[config.mk]
export PLATFORM = sky130hd
export DESIGN_NAME = booth_csa_multiply_unit
export DESIGN_NICKNAME = d
export VERILOG_FILES = /design/src/hdl/bcm_pkg.sv /design/src/hdl/bcm_booth.sv /design/src/hdl/bcm_csa_upper.sv /design/src/hdl/bcm_csa_lower.sv /design/src/hdl/bcm_final_add.sv /design/src/hdl/booth_csa_multiply_unit.sv
export SDC_FILE = /design/constraint.sdc
export NUM_CORES = 2
export LEC_CHECK = 0
export ABC_AREA = 1
export BUFFER_PORTS_ARGS = -buffer_cell sky130_fd_sc_hd__buf_2
export CAP_MARGIN = 20
export CELL_PAD_IN_SITES_DETAIL_PLACEMENT = 0
export CELL_PAD_IN_SITES_GLOBAL_PLACEMENT = 1
export CORE_MARGIN = 10
export CORE_UTILIZATION = 50
export DETAILED_ROUTE_END_ITERATION = 8
export PLACE_DENSITY = 0.91
export SYNTH_ARGS = -nofsm -noshare
export SYNTH_HDL_FRONTEND = slang
export SYNTH_HIERARCHICAL = 1
export SYNTH_SLANG_ARGS = --single-unit
[constraint.sdc]
create_clock -name aclk -period 73.6 [get_ports aclk]
set_clock_uncertainty 0.15 [all_clocks]
set_input_delay 3.68 -clock aclk [delete_from_list [all_inputs] [get_ports aclk]]
set_output_delay 3.68 -clock aclk [all_outputs]
set_load 0.03 [all_outputs]
[src/hdl/bcm_pkg.sv]
`default_nettype none

package bcm_pkg;

    localparam int unsigned WordWidth = 32;
    localparam int unsigned ProdWidth = 64;
    localparam int unsigned TagWidth = 8;
    localparam int unsigned DigitCount = 16;
    localparam int unsigned RowCount = 19;
    localparam int unsigned MidRows = 6;
    localparam int unsigned FixRowB = 16;
    localparam int unsigned FixRowA = 17;
    localparam int unsigned NegRow = 18;

    typedef enum logic [1:0] {
        OP_MUL    = 2'd0,
        OP_MULH   = 2'd1,
        OP_MULHSU = 2'd2,
        OP_MULHU  = 2'd3
    } op_t;

    typedef logic [ProdWidth-1:0] prod_t;

    typedef struct packed {
        op_t                 op;
        logic [TagWidth-1:0] tag;
    } meta_t;

    typedef struct packed {
        prod_t sum;
        prod_t carry;
    } csa_t;

    function automatic csa_t compress3(prod_t x, prod_t y, prod_t z);
        csa_t r;
        r.sum   = x ^ y ^ z;
        r.carry = ((x & y) | (x & z) | (y & z)) << 1;
        return r;
    endfunction

endpackage

`default_nettype wire

[src/hdl/bcm_booth.sv]
`default_nettype none

module bcm_booth
    import bcm_pkg::*;
(
    input  wire logic                 aclk,
    input  wire logic                 aresetn,
    input  wire logic                 valid_in,
    output logic                      ready_in,
    input  wire meta_t                meta_in,
    input  wire logic [WordWidth-1:0] a_in,
    input  wire logic [WordWidth-1:0] b_in,
    output logic                      valid_out,
    input  wire logic                 ready_out,
    output meta_t                     meta_out,
    output prod_t [RowCount-1:0]      rows_out
);

    logic                 valid_reg;
    logic                 valid_next;
    meta_t                meta_reg;
    prod_t [RowCount-1:0] rows_reg;
    prod_t [RowCount-1:0] rows_next;
    logic                 load;

    assign ready_in  = !valid_reg || ready_out;
    assign load      = valid_in && ready_in;
    assign valid_out = valid_reg;
    assign meta_out  = meta_reg;
    assign rows_out  = rows_reg;

    always_comb begin
        prod_t      a64;
        prod_t      mag;
        prod_t      negbits;
        logic [2:0] win;
        logic       neg;
        a64     = {{(ProdWidth-WordWidth){a_in[WordWidth-1]}}, a_in};
        negbits = '0;
        rows_next = '0;
        for (int i = 0; i < DigitCount; i++) begin
            if (i == 0) begin
                win = {b_in[1:0], 1'b0};
            end else begin
                win = b_in[2*i+1 -: 3];
            end
            mag = '0;
            neg = 1'b0;
            case (win)
                3'b001, 3'b010: mag = a64;
                3'b011: mag = a64 << 1;
                3'b100: begin
                    mag = a64 << 1;
                    neg = 1'b1;
                end
                3'b101, 3'b110: begin
                    mag = a64;
                    neg = 1'b1;
                end
                default: mag = '0;
            endcase
            if (neg) begin
                mag = ~mag;
                negbits[2*i] = 1'b1;
            end
            rows_next[i] = mag << (2*i);
        end
        // unsigned fix-up rows
        if (meta_in.op == OP_MULHU && a_in[WordWidth-1]) begin
            rows_next[FixRowB] = {b_in, {WordWidth{1'b0}}};
        end
        if ((meta_in.op == OP_MULHU || meta_in.op == OP_MULHSU) && b_in[WordWidth-1]) begin
            rows_next[FixRowA] = {a_in, {WordWidth{1'b0}}};
        end
        rows_next[NegRow] = negbits;
    end

    always_comb begin
        valid_next = ready_in ? valid_in : valid_reg;
    end

    always_ff @(posedge aclk) begin
        if (!aresetn) begin
            valid_reg <= 1'b0;
        end else begin
            valid_reg <= valid_next;
        end
    end

    always_ff @(posedge aclk) begin
        if (load) begin
            meta_reg <= meta_in;
            rows_reg <= rows_next;
        end
    end

endmodule

`default_nettype wire

[src/hdl/bcm_csa_upper.sv]
`default_nettype none

module bcm_csa_upper
    import bcm_pkg::*;
(
    input  wire logic                 aclk,
    input  wire logic                 aresetn,
    input  wire logic                 valid_in,
    output logic                      ready_in,
    input  wire meta_t                meta_in,
    input  wire prod_t [RowCount-1:0] rows_in,
    output logic                      valid_out,
    input  wire logic                 ready_out,
    output meta_t                     meta_out,
    output prod_t [MidRows-1:0]       rows_out
);

    logic                valid_reg;
    logic                valid_next;
    meta_t               meta_reg;
    prod_t [MidRows-1:0] rows_reg;
    prod_t [MidRows-1:0] rows_next;
    logic                load;

    assign ready_in  = !valid_reg || ready_out;
    assign load      = valid_in && ready_in;
    assign valid_out = valid_reg;
    assign meta_out  = meta_reg;
    assign rows_out  = rows_reg;

    // 19 -> 13 -> 9 -> 6
    always_comb begin
        prod_t [12:0] l1;
        prod_t [8:0]  l2;
        csa_t         c;
        for (int g = 0; g < 6; g++) begin
            c = compress3(rows_in[3*g], rows_in[3*g+1], rows_in[3*g+2]);
            l1[2*g]   = c.sum;
            l1[2*g+1] = c.carry;
        end
        l1[12] = rows_in[NegRow];
        for (int g = 0; g < 4; g++) begin
            c = compress3(l1[3*g], l1[3*g+1], l1[3*g+2]);
            l2[2*g]   = c.sum;
            l2[2*g+1] = c.carry;
        end
        l2[8] = l1[12];
        for (int g = 0; g < 3; g++) begin
            c = compress3(l2[3*g], l2[3*g+1], l2[3*g+2]);
            rows_next[2*g]   = c.sum;
            rows_next[2*g+1] = c.carry;
        end
    end

    always_comb begin
        valid_next = ready_in ? valid_in : valid_reg;
    end

    always_ff @(posedge aclk) begin
        if (!aresetn) begin
            valid_reg <= 1'b0;
        end else begin
            valid_reg <= valid_next;
        end
    end

    always_ff @(posedge aclk) begin
        if (load) begin
            meta_reg <= meta_in;
            rows_reg <= rows_next;
        end
    end

endmodule

`default_nettype wire

[src/hdl/bcm_csa_lower.sv]
`default_nettype none

module bcm_csa_lower
    import bcm_pkg::*;
(
    input  wire logic                aclk,
    input  wire logic                aresetn,
    input  wire logic                valid_in,
    output logic                     ready_in,
    input  wire meta_t               meta_in,
    input  wire prod_t [MidRows-1:0] rows_in,
    output logic                     valid_out,
    input  wire logic                ready_out,
    output meta_t                    meta_out,
    output csa_t                     pair_out
);

    logic  valid_reg;
    logic  valid_next;
    meta_t meta_reg;
    csa_t  pair_reg;
    csa_t  pair_next;
    logic  load;

    assign ready_in  = !valid_reg || ready_out;
    assign load      = valid_in && ready_in;
    assign valid_out = valid_reg;
    assign meta_out  = meta_reg;
    assign pair_out  = pair_reg;

    // 6 -> 4 -> 3 -> 2
    always_comb begin
        prod_t [3:0] l4;
        prod_t [2:0] l5;
        csa_t        c;
        for (int g = 0; g < 2; g++) begin
            c = compress3(rows_in[3*g], rows_in[3*g+1], rows_in[3*g+2]);
            l4[2*g]   = c.sum;
            l4[2*g+1] = c.carry;
        end
        c = compress3(l4[0], l4[1], l4[2]);
        l5[0] = c.sum;
        l5[1] = c.carry;
        l5[2] = l4[3];
        pair_next = compress3(l5[0], l5[1], l5[2]);
    end

    always_comb begin
        valid_next = ready_in ? valid_in : valid_reg;
    end

    always_ff @(posedge aclk) begin
        if (!aresetn) begin
            valid_reg <= 1'b0;
        end else begin
            valid_reg <= valid_next;
        end
    end

    always_ff @(posedge aclk) begin
        if (load) begin
            meta_reg <= meta_in;
            pair_reg <= pair_next;
        end
    end

endmodule

`default_nettype wire

[src/hdl/bcm_final_add.sv]
`default_nettype none

module bcm_final_add
    import bcm_pkg::*;
(
    input  wire logic                 aclk,
    input  wire logic                 aresetn,
    input  wire logic                 valid_in,
    output logic                      ready_in,
    input  wire meta_t                meta_in,
    input  wire csa_t                 pair_in,
    output logic                      valid_out,
    input  wire logic                 ready_out,
    output logic [TagWidth-1:0]       tag_out,
    output logic [WordWidth-1:0]      word_out
);

    logic                 valid_reg;
    logic                 valid_next;
    logic [TagWidth-1:0]  tag_reg;
    logic [WordWidth-1:0] word_reg;
    logic [WordWidth-1:0] word_next;
    prod_t                prod;
    logic                 load;

    assign ready_in  = !valid_reg || ready_out;
    assign load      = valid_in && ready_in;
    assign valid_out = valid_reg;
    assign tag_out   = tag_reg;
    assign word_out  = word_reg;

    always_comb begin
        prod = pair_in.sum + pair_in.carry;
        if (meta_in.op == OP_MUL) begin
            word_next = prod[WordWidth-1:0];
        end else begin
            word_next = prod[ProdWidth-1:WordWidth];
        end
    end

    always_comb begin
        valid_next = ready_in ? valid_in : valid_reg;
    end

    always_ff @(posedge aclk) begin
        if (!aresetn) begin
            valid_reg <= 1'b0;
        end else begin
            valid_reg <= valid_next;
        end
    end

    always_ff @(posedge aclk) begin
        if (load) begin
            tag_reg  <= meta_in.tag;
            word_reg <= word_next;
        end
    end

endmodule

`default_nettype wire

[src/hdl/booth_csa_multiply_unit.sv]
// channel  | handshake          | payload
// request  | s_valid / s_ready  | s_req_type, s_operand_a, s_operand_b, s_tag_in
// result   | m_valid / m_ready  | m_product_word, m_tag_out
//
// one beat in and one beat out per cycle while m_ready is high; each stage registers its result
// stages: booth rows, carry-save 19 to 6, carry-save 6 to 2, final 64-bit add
// each stage holds a valid bit cleared by the synchronous active-low reset
// a stall on m_ready holds every full stage; an empty stage still takes a beat
`default_nettype none

module booth_csa_multiply_unit
    import bcm_pkg::*;
(
    input  wire logic                        aclk,
    input  wire logic                        aresetn,
    input  wire logic                        s_valid,
    output logic                             s_ready,
    input  wire logic [1:0]                  s_req_type,
    input  wire logic signed [WordWidth-1:0] s_operand_a,
    input  wire logic signed [WordWidth-1:0] s_operand_b,
    input  wire logic [TagWidth-1:0]         s_tag_in,
    output logic                             m_valid,
    input  wire logic                        m_ready,
    output logic signed [WordWidth-1:0]      m_product_word,
    output logic [TagWidth-1:0]              m_tag_out
);

    meta_t                meta_in;
    logic                 v1, r1, v2, r2, v3, r3;
    meta_t                meta1, meta2, meta3;
    prod_t [RowCount-1:0] rows1;
    prod_t [MidRows-1:0]  rows2;
    csa_t                 pair3;
    logic [WordWidth-1:0] word;

    assign meta_in.op  = op_t'(s_req_type);
    assign meta_in.tag = s_tag_in;
    assign m_product_word = signed'(word);

    bcm_booth u_booth (
        .aclk      (aclk),
        .aresetn   (aresetn),
        .valid_in  (s_valid),
        .ready_in  (s_ready),
        .meta_in   (meta_in),
        .a_in      (s_operand_a),
        .b_in      (s_operand_b),
        .valid_out (v1),
        .ready_out (r1),
        .meta_out  (meta1),
        .rows_out  (rows1)
    );

    bcm_csa_upper u_csa_upper (
        .aclk      (aclk),
        .aresetn   (aresetn),
        .valid_in  (v1),
        .ready_in  (r1),
        .meta_in   (meta1),
        .rows_in   (rows1),
        .valid_out (v2),
        .ready_out (r2),
        .meta_out  (meta2),
        .rows_out  (rows2)
    );

    bcm_csa_lower u_csa_lower (
        .aclk      (aclk),
        .aresetn   (aresetn),
        .valid_in  (v2),
        .ready_in  (r2),
        .meta_in   (meta2),
        .rows_in   (rows2),
        .valid_out (v3),
        .ready_out (r3),
        .meta_out  (meta3),
        .pair_out  (pair3)
    );

    bcm_final_add u_final_add (
        .aclk      (aclk),
        .aresetn   (aresetn),
        .valid_in  (v3),
        .ready_in  (r3),
        .meta_in   (meta3),
        .pair_in   (pair3),
        .valid_out (m_valid),
        .ready_out (m_ready),
        .tag_out   (m_tag_out),
        .word_out  (word)
    );

endmodule

`default_nettype wire

==> run metrics <==
outcome=finished, final reports clean; DIE HEIGHT=443 µm; number of synthesized register bits=1188; global-route usage over all layers=0.259; hold_buf cts=0; Post-synth EDFFs=1184; 1st-iter DRT viols=8481; die width=443 µm; switch share=0.395; Clock Latency Late Sink=0.81 ns; crit path max-delay cell type=buf_2; Setup CP Type=in2out; via count=63093; Die ar.=196000 µm²; Worst Path Arrival=4.78 ns; internal cell power=0.00186 W; Inserted Clock Buffers=135; Synth Flop Type=edfxtp_1; Pins Over Slew Limit=0; I/O pin count=120; crit-path max FO=2; drt via density=5.43; Flop pwr share=0.334; WHS Path Cells=0; fin crit share=0.117; Mapped Area=89400 µm²; crit path cell chain=buf_2 > inv_1 > nand2_1 > inv_1 > nand2_1 > inv_1 > nand2_1 > inv_1 > nand2_1 > buf_2; largest net degree at the start of global routing=182; Startpoint Class=input port; first-pass detailed-route iteration total=7; Max Freq=0.116 GHz; Max VDD drop=0.0285 mV; Worst-Margin Slew=1.21 ns; FP Rows=155; CP Capture Type=primary output; Hold WC Path Type=reg2reg; YS warnings=6; ys async rst share=0; post-route ant nets=0; Seq/Total Area, Yosys=0.399; PortBufs=119; first-pass GRT wire length=387000 µm; pwr dens=32.8 nW/µm²; R2R Path End=u_booth/rows_out[19]; Util after Layout=0.525; Req. time, crit path=69.77 ns; WL/cell=22.1 µm; RSZ-0062 raised after global routing=false; hold path endpoint=u_final_add/tag_out[6]; Fillers=15197; max-cap violations=0; Placer Congestion=0.914; Total Power=0.00307 W; R2R depth=11; Detailed Place HPWL=179000 µm; CTS clock-pin slew for the worst setup and hold paths=0.06 ns; Layout area overhead=4.59%; worst r2r src=u_final_add/valid_out; crit-path leading delay family=buffers and inverters; Final Hold Violating Endpoints=0; CTS tree=built; Finish-stage setup viols=0; Routed Wire Length=257000 µm; Starting Density=0.502; Syn Inst Count=9436; share of cells above drive strength 1=0.0557; Hold Startpoint=u_csa_lower/meta_out[6]; initial antenna violation count=15; clock buffer depth=3; Residual DRC=0; Setup Fix Bufs, Post-CTS=0; Max H-tree Level=4; Inst Count DP=11364; Clock power frac=0.226; Mean Syn Cell Area=9.47 µm²; Root Buffer=clkbuf_16; register-to-register setup slack=68.29 ns; Max-slew headroom=0.194; Tmin final=8.61 ns; GR Overflow Total=0; WP buf/inv=6; Logic pwr share=0.440; area of the core=178000 µm²; Nets=10406; Finished Layout Cells=11620; P_sw=0.00121 W; final setup TNS=0 ns; Sink Count=1188; CTS resizes=0; Cell variety after synth=38; Leakage Power=43.0 nW; crit-path max cell delay=0.19 ns; vias in the first global route=63871
## power groups by stage
| stage | Sequential (W) | Combinational (W) | Clock, W |
|---|---|---|---|
| after floorplan | 0.00105 | 0.000799 | 0 |
| after global placement | 0.00103 | 0.00122 | 0 |
| after detailed placement | 0.00104 | 0.00129 | 0 |
| after CTS | 0.00103 | 0.00131 | 0.000702 |
| after global routing | 0.00104 | 0.00148 | 0.000726 |
| final | 0.00103 | 0.00135 | 0.000694 |
## area by class of cell
class                           instances  area [µm²]  area share
Clock buffer                          159        3510      0.0376
Antenna cell                            8        20.0    0.000214
Inverter                             1857        6970      0.0746
Sequential cell                      1188       35600       0.381
Timing Repair Buffer                  216        1410      0.0151
Clock inverter                         86         963      0.0103
Multi-Input combinational cell       5751       42000       0.450
Tap cell                             2355        2950      0.0315
## stage by stage
stage / hold WS [ns] / setup slack (ns) / area, µm²
final: 0.266 / 64.99 / 93500
after global routing: 0.268 / 64.84 / 93500
after CTS: 0.256 / 64.96 / 93400
after detailed placement: 0.255 / 64.59 / 88900
after global placement: 0.250 / 64.63 / 88900
after floorplan: 0.250 / 38.19 / 90700
## registers in the layout (all words and copies together) (netlist names)
register	cells
u_booth/meta_out	10
u_booth/rows_out	608
u_booth/valid_out	1
u_csa_lower/meta_out	10
u_csa_lower/pair_out	126
u_csa_lower/valid_out	1
u_csa_upper/meta_out	10
u_csa_upper/rows_out	380
u_csa_upper/valid_out	1
u_final_add/tag_out	8
u_final_add/valid_out	1
u_final_add/word_out	32
## worst max-delay path by stage
stage | startpoint | to | slack [ns] | cells after the start
after CTS | m_ready | s_ready | 64.96 | 10
after floorplan | m_ready | u_booth/meta_out[0] | 38.19 | 8
final | m_ready | s_ready | 64.99 | 10
after detailed placement | m_ready | u_booth/rows_out[1164] | 64.59 | 13
after global placement | m_ready | u_booth/rows_out[1162] | 64.63 | 13
after global routing | m_ready | s_ready | 64.84 | 10
## layout by cell type (no fill, tap or decap), types with 5 or more instances in the layout
master and n:
nand4_1 5, ha_2 7, nor3_1 7, buf_2 119
nand3_1 651, conb_1 358, inv_2 20, inv_1 1829
clkbuf_1 22, clkinv_2 19, edfxtp_1 1184, fa_1 1061
nand2_2 21, nand3b_1 5, clkinv_1 30, xor2_1 28
clkinv_8 9, ha_1 111, a21oi_1 95, nor2_4 6
nand2_1 2676, o21ai_1 7, nor2_2 21, clkbuf_16 137
buf_4 92, nand3_2 9, xnor2_1 17, nor2_1 203
diode_2 8, o21ai_0 437, clkinvlp_4 8, bufinv_16 14
clkinv_4 6
## kinds of logic after synthesis
logic type               Yosys count  synth area share
adder cells (fa/ha/maj)         1179             0.254
flip-flops                      1188             0.399
buffers and inverters           2852             0.147
XOR/XNOR                          45           0.00441
other                              3          0.000126
AND/OR/NAND/NOR                 3615             0.164
AO/OA/AOI/OAI                    554            0.0312
## layer usage
layer | track usage | vias up | wire (µm) | part of all wire
met1 | 0.345 | 30755 | 96000 | 0.37
met2 | 0.403 | 4276 | 115000 | 0.45
met5 | 0 | - | 85 | 0.00033
met3 | 0.0741 | 717 | 35800 | 0.14
li1 | - | 27331 | - | -
met4 | 0.0957 | 14 | 10100 | 0.039
## cell usage after synthesis (2+ instances only)
| library cell | number | share of area |
|---|---|---|
| nor3_2 | 3 | 0.00034 |
| nor2_4 | 3 | 0.00038 |
| a21boi_0 | 4 | 0.00034 |
| ha_1 | 118 | 0.017 |
| xnor2_1 | 17 | 0.0017 |
| nor4_2 | 2 | 0.00028 |
| edfxtp_1 | 1184 | 0.40 |
| clkinv_1 | 4 | 0.00017 |
| o21bai_1 | 2 | 0.00017 |
| nand2_1 | 2677 | 0.11 |
| xor2_1 | 28 | 0.0027 |
| conb_1 | 3 | 0.00013 |
| nand4_1 | 5 | 0.00035 |
| nand3b_1 | 5 | 0.00042 |
| a21oi_1 | 99 | 0.0055 |
| nand2_2 | 20 | 0.0014 |
| inv_1 | 1833 | 0.077 |
| buf_4 | 617 | 0.052 |
| nor3_4 | 2 | 0.00036 |
| clkbuf_1 | 257 | 0.011 |
| nand3_2 | 8 | 0.00090 |
| fa_1 | 1061 | 0.24 |
| nor2_2 | 24 | 0.0017 |
| inv_2 | 20 | 0.00084 |
| nand3_1 | 652 | 0.037 |
| nor2_1 | 203 | 0.0085 |
| buf_2 | 113 | 0.0063 |
| o21ai_1 | 10 | 0.00056 |
| nor3_1 | 7 | 0.00039 |
| o21ai_0 | 437 | 0.024 |
| buf_1 | 8 | 0.00034 |
| dfxtp_1 | 4 | 0.00090 |
(Power assumes the default switching activity.)
